File: src/srld_pkg.sv
`timescale 1ns / 1ps

package srld_pkg;

    // Default width of the element countdown.
    localparam int TOTAL_BITS_DEFAULT = 24;

    // Configuration register map.
    localparam int CFG_INDEX_BITS = 1;
    localparam int CFG_DATA_BITS  = 24;
    localparam logic [CFG_INDEX_BITS-1:0] CFG_STRIDE_FOUR   = 1'd0;
    localparam logic [CFG_INDEX_BITS-1:0] CFG_ELEMENT_TOTAL = 1'd1;

    // Field widths.
    localparam int TOTAL_CFG_BITS = 24;
    localparam int ELEMENT_BITS   = 32;
    localparam int PARTIAL_BITS   = 24;
    localparam int COUNT_BITS     = 8;
    localparam int STATUS_BITS    = 3;

    // Stream status codes.
    localparam logic [STATUS_BITS-1:0] ST_OK        = 3'd0;
    localparam logic [STATUS_BITS-1:0] ST_RUN_LONG  = 3'd1;
    localparam logic [STATUS_BITS-1:0] ST_TRUNCATED = 3'd2;
    localparam logic [STATUS_BITS-1:0] ST_EXCESS    = 3'd3;
    localparam logic [STATUS_BITS-1:0] ST_SHORT     = 3'd4;

    // Marker decoding constants.
    localparam logic [7:0] RUN_BIAS     = 8'd3;
    localparam logic [7:0] LITERAL_BIAS = 8'd1;

    typedef enum logic [1:0] {
        PH_START  = 2'd0,
        PH_MARKER = 2'd1,
        PH_DATA   = 2'd2
    } phase_t;

    // One decoded result as it travels from the core to the output register.
    typedef struct packed {
        logic                    has_element;
        logic [ELEMENT_BITS-1:0] element_value;
        logic [COUNT_BITS-1:0]   repeat_count;
        logic                    stream_done;
        logic [STATUS_BITS-1:0]  status;
    } result_t;

endpackage

File: src/srld_core.sv
`timescale 1ns / 1ps

module srld_core #(
    parameter int TOTAL_BITS = srld_pkg::TOTAL_BITS_DEFAULT
) (
    input  logic                  clk,
    input  logic                  rst_n,
    input  logic                  step,
    input  logic [7:0]            step_byte,
    input  logic                  step_last,
    input  logic                  stride_four,
    input  logic [TOTAL_BITS-1:0] total_load,
    output logic                  result_valid,
    output srld_pkg::result_t     result
);

    import srld_pkg::*;

    phase_t                   phase_reg, phase_next;
    logic [TOTAL_BITS-1:0]    elements_left_reg, elements_left_next;
    logic [COUNT_BITS-1:0]    run_left_reg, run_left_next;
    logic [COUNT_BITS-1:0]    repeat_pending_reg, repeat_pending_next;
    logic [1:0]               byte_slot_reg, byte_slot_next;
    logic [PARTIAL_BITS-1:0]  partial_reg, partial_next;
    logic [STATUS_BITS-1:0]   error_reg, error_next;

    logic                     is_run;
    logic [COUNT_BITS-1:0]    marker_count;
    logic [ELEMENT_BITS-1:0]  merged;
    logic [COUNT_BITS-1:0]    run_left_dec;
    logic                     emit;

    assign is_run       = step_byte[7];
    assign marker_count = {1'b0, step_byte[6:0]} + (is_run ? RUN_BIAS : LITERAL_BIAS);
    assign merged       = {{(ELEMENT_BITS-PARTIAL_BITS){1'b0}}, partial_reg}
                        | ({{(ELEMENT_BITS-8){1'b0}}, step_byte} << {byte_slot_reg, 3'b000});
    assign run_left_dec = run_left_reg - 1'b1;

    always_comb
    begin
        phase_next          = phase_reg;
        elements_left_next  = elements_left_reg;
        run_left_next       = run_left_reg;
        repeat_pending_next = repeat_pending_reg;
        byte_slot_next      = byte_slot_reg;
        partial_next        = partial_reg;
        error_next          = error_reg;
        emit                = 1'b0;
        result              = '0;

        if (step && (error_reg == ST_OK))
        begin
            if (phase_reg == PH_START)
            begin
                elements_left_next = total_load;
                phase_next         = PH_MARKER;
            end
            if (phase_next == PH_MARKER)
            begin
                if (elements_left_next == '0)
                begin
                    error_next = ST_EXCESS;
                end
                else if ({{(TOTAL_BITS-COUNT_BITS){1'b0}}, marker_count} > elements_left_next)
                begin
                    error_next = ST_RUN_LONG;
                end
                else
                begin
                    elements_left_next  = elements_left_next
                                        - {{(TOTAL_BITS-COUNT_BITS){1'b0}}, marker_count};
                    run_left_next       = is_run ? 8'd1 : marker_count;
                    repeat_pending_next = is_run ? marker_count : 8'd1;
                    byte_slot_next      = 2'd0;
                    partial_next        = '0;
                    phase_next          = PH_DATA;
                end
            end
            else
            begin
                if (!stride_four || (byte_slot_reg == 2'd3))
                begin
                    emit                 = 1'b1;
                    result.element_value = merged;
                    result.repeat_count  = repeat_pending_reg;
                    byte_slot_next       = 2'd0;
                    partial_next         = '0;
                    run_left_next        = run_left_dec;
                    if (run_left_dec == '0)
                    begin
                        phase_next = PH_MARKER;
                    end
                end
                else
                begin
                    partial_next   = merged[PARTIAL_BITS-1:0];
                    byte_slot_next = byte_slot_reg + 2'd1;
                end
            end
        end

        result.has_element = emit;
        result.stream_done = step_last;
        if (step_last)
        begin
            if (error_next != ST_OK)
            begin
                result.status = error_next;
            end
            else if (phase_next == PH_DATA)
            begin
                result.status = ST_TRUNCATED;
            end
            else if (elements_left_next != '0)
            begin
                result.status = ST_SHORT;
            end
        end

        // The last byte closes the stream and returns all of its state to idle.
        if (step && step_last)
        begin
            phase_next          = PH_START;
            elements_left_next  = '0;
            run_left_next       = '0;
            repeat_pending_next = '0;
            byte_slot_next      = 2'd0;
            partial_next        = '0;
            error_next          = ST_OK;
        end
    end

    assign result_valid = step && (emit || step_last);

    always_ff @(posedge clk or negedge rst_n)
    begin
        if (!rst_n)
        begin
            phase_reg          <= PH_START;
            elements_left_reg  <= '0;
            run_left_reg       <= '0;
            repeat_pending_reg <= '0;
            byte_slot_reg      <= 2'd0;
            partial_reg        <= '0;
            error_reg          <= ST_OK;
        end
        else
        begin
            phase_reg          <= phase_next;
            elements_left_reg  <= elements_left_next;
            run_left_reg       <= run_left_next;
            repeat_pending_reg <= repeat_pending_next;
            byte_slot_reg      <= byte_slot_next;
            partial_reg        <= partial_next;
            error_reg          <= error_next;
        end
    end

endmodule

File: src/strided_run_length_decoder_top.sv
// Strided run-length decoder.
// The input channel (in_valid, in_stall) carries one encoded byte per request,
// with last_byte marking the final byte of a stream. Each byte is captured in
// an input register and decoded against the running stream state once the
// output register is free; a completed element, or any byte with last_byte
// set, produces one request on the output channel (out_valid, out_stall).
// Bytes that only open a run or gather part of a four-byte element produce
// nothing. The result is registered in the output register and shows on
// out_valid. One byte can be accepted every cycle while out_stall is low;
// the only limit is the single decode step between the input register and
// the output register.
// When the receiver holds out_stall high, the output register keeps its
// request, the input register stops draining, and in_stall rises once the
// input register is also occupied. Nothing is dropped.
// Configuration (stride_four, element_total) is written through cfg_valid,
// cfg_ready, cfg_index and cfg_data, by the user only while no stream data is
// in flight, which the block itself does not enforce; the port is always ready.
// element_total is latched into the element countdown by a stream's first byte.
// Reset clears both configuration registers to zero, empties the pipeline and
// puts the decoder at the start of a stream.
`timescale 1ns / 1ps

module strided_run_length_decoder_top #(
    parameter int TOTAL_BITS = srld_pkg::TOTAL_BITS_DEFAULT
) (
    input  logic                                  clk,
    input  logic                                  rst_n,

    input  logic                                  in_valid,
    output logic                                  in_stall,
    input  logic [7:0]                            data_byte,
    input  logic                                  last_byte,

    output logic                                  out_valid,
    input  logic                                  out_stall,
    output logic                                  has_element,
    output logic [srld_pkg::ELEMENT_BITS-1:0]     element_value,
    output logic [srld_pkg::COUNT_BITS-1:0]       repeat_count,
    output logic                                  stream_done,
    output logic [srld_pkg::STATUS_BITS-1:0]      status,

    input  logic                                  cfg_valid,
    output logic                                  cfg_ready,
    input  logic [srld_pkg::CFG_INDEX_BITS-1:0]   cfg_index,
    input  logic [srld_pkg::CFG_DATA_BITS-1:0]    cfg_data
);

    import srld_pkg::*;

    // Configuration registers.
    logic                       stride_four_reg;
    logic [TOTAL_CFG_BITS-1:0]  element_total_reg;
    logic [TOTAL_BITS-1:0]      total_load;

    // Input register.
    logic                       in_full_reg, in_full_next;
    logic [7:0]                 byte_reg;
    logic                       last_reg;

    // Output register.
    logic                       out_full_reg, out_full_next;
    result_t                    result_reg;

    logic                       out_free;
    logic                       advance;
    logic                       in_take;
    logic                       core_valid;
    result_t                    core_result;

    assign cfg_ready = 1'b1;

    always_ff @(posedge clk or negedge rst_n)
    begin
        if (!rst_n)
        begin
            stride_four_reg   <= 1'b0;
            element_total_reg <= '0;
        end
        else if (cfg_valid && cfg_ready)
        begin
            unique case (cfg_index)
                CFG_STRIDE_FOUR:   stride_four_reg   <= cfg_data[0];
                CFG_ELEMENT_TOTAL: element_total_reg <= cfg_data[TOTAL_CFG_BITS-1:0];
                default:           ;
            endcase
        end
    end

    // The countdown takes the low bits of the total, or the whole total
    // zero-extended when the countdown is wider than the register.
    generate
        if (TOTAL_BITS > TOTAL_CFG_BITS)
        begin : g_total_wide
            assign total_load = {{(TOTAL_BITS-TOTAL_CFG_BITS){1'b0}}, element_total_reg};
        end
        else
        begin : g_total_narrow
            assign total_load = element_total_reg[TOTAL_BITS-1:0];
        end
    endgenerate

    // The decode step runs whenever the input register holds a byte and the
    // output register is empty or being emptied this cycle.
    assign out_free = !out_full_reg || !out_stall;
    assign advance  = in_full_reg && out_free;
    assign in_stall = in_full_reg && !out_free;
    assign in_take  = in_valid && !in_stall;

    assign in_full_next  = in_take || (in_full_reg && !advance);
    assign out_full_next = (advance && core_valid) || (out_full_reg && out_stall);

    always_ff @(posedge clk or negedge rst_n)
    begin
        if (!rst_n)
        begin
            in_full_reg  <= 1'b0;
            out_full_reg <= 1'b0;
        end
        else
        begin
            in_full_reg  <= in_full_next;
            out_full_reg <= out_full_next;
        end
    end

    // Payload registers carry no reset; the full flags qualify them.
    always_ff @(posedge clk)
    begin
        if (in_take)
        begin
            byte_reg <= data_byte;
            last_reg <= last_byte;
        end
        if (advance && core_valid)
        begin
            result_reg <= core_result;
        end
    end

    srld_core #(
        .TOTAL_BITS (TOTAL_BITS)
    ) u_core (
        .clk          (clk),
        .rst_n        (rst_n),
        .step         (advance),
        .step_byte    (byte_reg),
        .step_last    (last_reg),
        .stride_four  (stride_four_reg),
        .total_load   (total_load),
        .result_valid (core_valid),
        .result       (core_result)
    );

    assign out_valid     = out_full_reg;
    assign has_element   = result_reg.has_element;
    assign element_value = result_reg.element_value;
    assign repeat_count  = result_reg.repeat_count;
    assign stream_done   = result_reg.stream_done;
    assign status        = result_reg.status;

endmodule
File: config.mk
export PLATFORM = sky130hd
export DESIGN_NAME = strided_run_length_decoder_top
export DESIGN_NICKNAME = d
export VERILOG_FILES = /design/src/srld_pkg.sv /design/src/srld_core.sv /design/src/strided_run_length_decoder_top.sv
export SDC_FILE = /design/constraint.sdc
export NUM_CORES = 1
export LEC_CHECK = 0
export BUFFER_PORTS_ARGS = -buffer_cell sky130_fd_sc_hd__clkbuf_2
export CORE_UTILIZATION = 43
export CTS_BUF_LIST = sky130_fd_sc_hd__clkbuf_4 sky130_fd_sc_hd__clkbuf_8
export CTS_CLUSTER_DIAMETER = 200
export DETAILED_ROUTE_END_ITERATION = 10
export GPL_TIMING_DRIVEN = 0
export MAX_ROUTING_LAYER = met4
export PLACE_DENSITY = 0.69
export SKIP_CTS_REPAIR_TIMING = 1
export SYNTH_ARGS = -nofsm -noshare
export SYNTH_HDL_FRONTEND = slang
export SYNTH_SLANG_ARGS = --single-unit
File: constraint.sdc
create_clock -name clk -period 8.95 [get_ports clk]
set_input_delay 0.4475 -clock clk [delete_from_list [all_inputs] [get_ports clk]]
set_output_delay 0.4475 -clock clk [all_outputs]
set_load 0.02 [all_outputs]
== Yosys cells after proc, flatten, opt, wreduce, memory -nomap -nowiden ==
Cells that the tools add are included.
Storage, ports and cells
  register bits after elaboration: 152
  input port bits: 39
  output and inout bits: 48
  logic and storage cells: 123
Cells by class
  $add $sub $neg: 4
  order comparisons: 1
  equal/unequal tests: 7
  shift-type cells: 1
  muxes and demuxes: 53
  bitwise gates (word level): 4
  reductions and logical operators: 35
Operators by type and width (number)
  $mux W24: 13
  $mux W8: 13
  $mux W2: 16
  $or A24 B32 Y32: 1
  $shl A8 B5 Y32: 1
  $gt A8 B24 Y1: 1
  $logic_not A24 Y1: 1
  $mux W3: 8
  $reduce_bool A24 Y1: 1
  $sub A24 B8 Y24: 1
  $logic_and A1 B1 Y1: 9
  $add A7 B8 Y8: 1
  $logic_not A8 Y1: 1
  $reduce_and A4 Y1: 2
  $sub A8 B1 Y8 const B: 1
  $logic_not A1 Y1: 6
  $ne A3 B3 Y1 const B: 2
  $reduce_bool A3 Y1: 2
  $logic_or A1 B1 Y1: 5
  $eq A2 B2 Y1 const B: 2
  $ne A2 B2 Y1 const B: 2
  $reduce_and A2 Y1: 2
  $reduce_bool A2 Y1: 2
  $logic_not A3 Y1: 1
  other kinds (7): 11

== Longest topological paths before layout ==
  depth in word-level cells: 14
  gate-level depth with buffers: 18

== Cells and area by module ==
From an unflattened synthesis, not the netlist that was laid out.
Unflattened totals
  cells, all modules: 812
  area, all modules: 8114.0 um^2
Modules (own cells, without submodules)
  srld_core: times used 1, cells an instance 691, area each 5370.2 um^2, sequential area each 1776.7 um^2
  strided_run_length_decoder_top: times used 1, cells an instance 121, area each 2743.9 um^2, sequential area each 2297.2 um^2

== Worst setup path after synthesis ==
No wires, ideal clock.
  path type: register to register
  from: register u_core.phase_reg[1]
  to: register result_reg (netlist bit status[2]), data pin
  library setup time: 0.269 ns
  arrival time: 4.140 ns
  data required time: 8.681 ns
  slack: 4.541 ns
  cell stages (with the launch flop): 18
  buffers on the path: 4
  path through: dfrtp_1 -> buf_6 -> nor2_1 -> buf_2 -> buf_2 -> buf_2 -> mux2i_1 -> ha_1 -> fa_1 -> nand2b_1 -> a21oi_1 -> a2111oi_1 -> o211ai_4 -> nand2_1 -> a31oi_1 -> or4_1 -> nor4_1 -> a31oi_1
Between the ends
  cells in the longest elaborated chain, start to end: 12
  elaborated cells on any way between the ends: 29
RTL lines
  from (decl): RTL line srld_core.sv:19  | phase_t phase_reg, phase_next;
  from (signal assigned): RTL line srld_core.sv:149  | phase_reg <= phase_next;
  $logic_not A2 Y1: RTL line srld_core.sv:53  | if (phase_reg == PH_START)
  $mux W24: RTL line srld_core.sv:53
  $mux W24: RTL line srld_core.sv:51  | if (step && (error_reg == ST_OK))
  $sub A24 B8 Y24 / $gt A8 B24 Y1 (equally long branches): RTL line srld_core.sv:71, srld_core.sv:64
  $mux W24: RTL line srld_core.sv:64  | else if ({{(TOTAL_BITS-COUNT_BITS){1'b0}}, marker_count} > elements_left_next)
  $mux W24: RTL line srld_core.sv:60  | if (elements_left_next == '0)
  $mux W24: RTL line srld_core.sv:58  | if (phase_next == PH_MARKER)
  $mux W24: RTL line srld_core.sv:51
  $reduce_bool A24 Y1: RTL line srld_core.sv:114  | else if (elements_left_next != '0)
  $mux W3: RTL line srld_core.sv:114
  $mux W3: RTL line srld_core.sv:110  | else if (phase_next == PH_DATA)
  $mux W3 *: RTL line srld_core.sv:106  | if (error_next != ST_OK)
  to (signal assigned): RTL line strided_run_length_decoder_top.sv:136  | result_reg <= core_result;
  to (decl): RTL line strided_run_length_decoder_top.sv:62  | result_t result_reg;
Mark *: on every way between the ends. The rest lies on a longest branch, timed or not. The select of a mux whose other input is x is not followed.
A chain may end at the register's enable or synchronous reset.

== Final worst setup path ==
  from: register u_core.phase_reg[0]
  to: register result_reg (netlist bit status[2]), data pin
Same word-level chain as after synthesis.

==> flow_summary.yaml <==
placed_design:
  dp.cells: 1143
  dp_hpwl_um: 15940
  place_congestion: 0.9669
  portBuffers: 85
power:
  p_clk_frac: 0.169
  ir_drop_v: 0.0001324
  power_frac_comb: 0.493
  p_sw_w: 0.001392
  power.density_mw_per_mm2: 327.7
  total_leakage_power_nw: 3.863
  switching_share: 0.4596
  internal_power_w: 0.001637
  p_seq_frac: 0.338
setup_path:
  cp-start-kind: "flop"
  reg2reg_from: "u_core.phase_reg[0]"
  startpoint: "u_core.phase_reg[0]"
  rrSetupSlack_ns: 2.73
  path_common_cell: "buf_2"
  cp_data_required_time_ns: 9.16
  crit_type: "reg -> reg"
  ff2ff_path_depth: 18
  crit-reg2reg-capture: "status[2]"
  max_stage_delay_ns: 0.75
  slowest_stage: "a2111oi_1"
  critical_path_arrival_ns: 6.43
  crit_end: "status[2]"
  worstPathCellList: "buf_2 > nor2_1 > buf_2 > buf_2 > buf_2 > mux2i_1 > ha_1 > fa_1 > nand2b_1 > a21oi_1 > a2111oi_1 > o211a_2 > buf_6 > nor4_1 > a221oi_1 > nand3_1 > nor4_1 > a31oi_1"
  end_kind: "flop"
  crit_path_max_fanout: 10
floorplan:
  fp.dieW_um: 139.2
  fp-row-count: 49
  initial_core_util: 0.4446
  core_mm2: 0.01821
  ios: 87
  die_area_mm2: 0.01938
  die_h_um: 139.2
synthesis:
  synthAdderAreaFrac: 0.02349
  synth_cell_types: 73
  synth_edf_count: 54
  synthFlopType: "dfrtp_1"
  synth_mux_area_frac: 0.06012
  synth_top_family_by_area: "simple AND/OR/NAND/NOR gates"
  yosysSeqAreaShare: 0.5032
  syn-num-nets: 880
  synth_compound_area_frac: 0.1522
  async_reset_ff_frac: 0.6447
  yosys_warnings: 0
  synth-xor-area-share: 0.01190
  synth_area_mm2: 0.008095
  synth-seq-cells: 152
  yosys.area_share.simple: 0.2113
  synth_common_cells: "119 x nor2_1, 98 x dfrtp_1, 87 x a21oi_1, 66 x nand2_1, 54 x edfxtp_1"
  avgSynthCellArea_um2: 9.789
  yosysMostFrequentCell: "nor2_1"
  yosysTopAreaCellShare: 0.3029
  yosys.area.top_type: "dfrtp_1"
  synth_area_leaders: "dfrtp_1 30%, edfxtp_1 20%, nor2_1 5.5%"
  syn_inst: 827
routing:
  drt_iter0_markers: 800
  via_count: 6922
  wl_met1_um: 10110
  ant_nets: 0
  routed_via_density: 5.891
  route.met2.wl_um: 9884
  wl_um: 22440
  top_layer: "met4"
  drc: 7
  routedWlPerCell_um: 19.10
  wl_met3_um: 1954
  dr.pass1.iters: 11
timing:
  fin_setup_tns_ns: 0
  min_period_ns: 6.221
  clock.fmax_ghz: 0.1607
  final.setup_skew_ns: 0.01786
  final_hold_viol_count: 0
  period_share: 0.6951
  setup_viol: 0
  relSlewSlack: 0.3576
  finalMaxSlewViolations: 0
  rsz0062_at_grt: "no"
  worstMarginPinSlew_ns: 0.9606
clock_tree:
  numCtsBuffers: 17
  clk_latency_ns: 0.48
  cts_max_level: 4
  cts.sinks: 152
  cts-root-buf: "clkbuf_8"
  path_clk_slew_ns: 0.10
  clockBufferDepth: 2
  cts_tree: "yes"
global_routing:
  grt_pass1_wl_um: 35710
  overflow: 0
  grt_pass1_vias: 6436
  grtUsageTotal: 0.2485
  antenna_found_initial: 0
  grt_start_max_net_pins: 51
final_layout:
  largest_reg_flops: 32
  synthToLayoutAreaGrowth_pct: 14.20
  fin_nets: 986
  antennaDiodeCount: 0
  drive_gt1_frac: 0.1860
  fin_cells: 1175
flow_run:
  maxCapViolations: 0
hold_path:
  min_path_type: "in -> async"
status:
  violations: "design-rule violations"
  outcome: "complete, but fails checks"
==> cell families (layout without fill, tap and decap cells) <==
group,Yosys count,after routing
fa+ha+maj,14,14
simple gates,340,340
flops,152,152
other cells,1,1
mux,45,45
compound gates,196,196
xor+xnor,11,11
buf+inv,68,187
==> power groups by stage <==
stage / logic, W / clock network [W] / registers [W]
floorplan: 0.00103 / 0 / 0.00105
CTS: 0.00146 / 0.000518 / 0.00102
global placement: 0.00143 / 0 / 0.00103
detailed placement: 0.00145 / 0 / 0.00103
global route: 0.00163 / 0.000552 / 0.00104
finish: 0.00149 / 0.000511 / 0.00103
==> how the worst min path moves through the flow <==
stage,from,endpoint,cells past startpoint
2_1_floorplan,rst_n,element_total_reg[0],0
3_3_place_gp,u_core.partial_reg[18],u_core.partial_reg[18],2
3_5_place_dp,u_core.partial_reg[18],u_core.partial_reg[18],2
4_1_cts,rst_n,element_total_reg[10],1
5_1_grt,rst_n,u_core.elements_left_reg[8],1
6_report,rst_n,element_total_reg[10],1
==> placed cells by master, fill, tap and decap left out, drive strengths merged, types with 12 or more instances in the layout <==
cell type and instances:
nor4 24, buf 20, nor3 20, edfxtp 54, and2 31, nand2b 12
clkbuf 134, a21oi 91, nor2 120, mux2 29, inv 27, mux2i 16
nand3 20, ha 12, o211ai 16, o21ai 29, dfrtp 98, a31oi 13
nand2 66
==> per-layer routing <==
metal / track usage / vias up
met3: 0.04370 / 44
met1: 0.3551 / 3348
li1: - / 3204
met5: - / -
met4: 0.08713 / 0
met2: 0.3543 / 326
==> area by class of cell <==
cell class              count  area [µm²]
plain buffers              49       230.2
clock buffers              18       247.7
clock inverters            14       130.1
fillers                  1668        8964
inverters                  19       71.32
multi-input cells         607        3722
flip-flops and latches    152        4074
well taps                 229       286.5
repair buffers             87       483.0
==> critical path, delay by kind of cell (launching register included) <==
family | cells | cell delay, ns
AO/OA/AOI/OAI | 5 | 1.84
AND/OR/NAND/NOR | 5 | 1.52
buffers and inverters | 5 | 1.50
adder cells (fa/ha/maj) | 2 | 0.42
flip-flops | 1 | 0.37
multiplexers | 1 | 0.30
==> metrics by stage <==
step           instance area (µm²)  worst slack (ns)  power, W  hold slack, ns  utilization
6_report                      9245             2.729  0.003029         0.04425       0.5077
2_1_floorplan                 8095             4.541  0.002076          0.1519            -
3_3_place_gp                  8807             3.018  0.002461          0.4761       0.4837
4_1_cts                       9245             2.974  0.003000         0.06277       0.5077
3_5_place_dp                  8867             3.040  0.002488          0.4840       0.4870
5_1_grt                       9245             2.645  0.003224         0.09207       0.5077
Note: power is estimated with default switching activity, not from simulation.
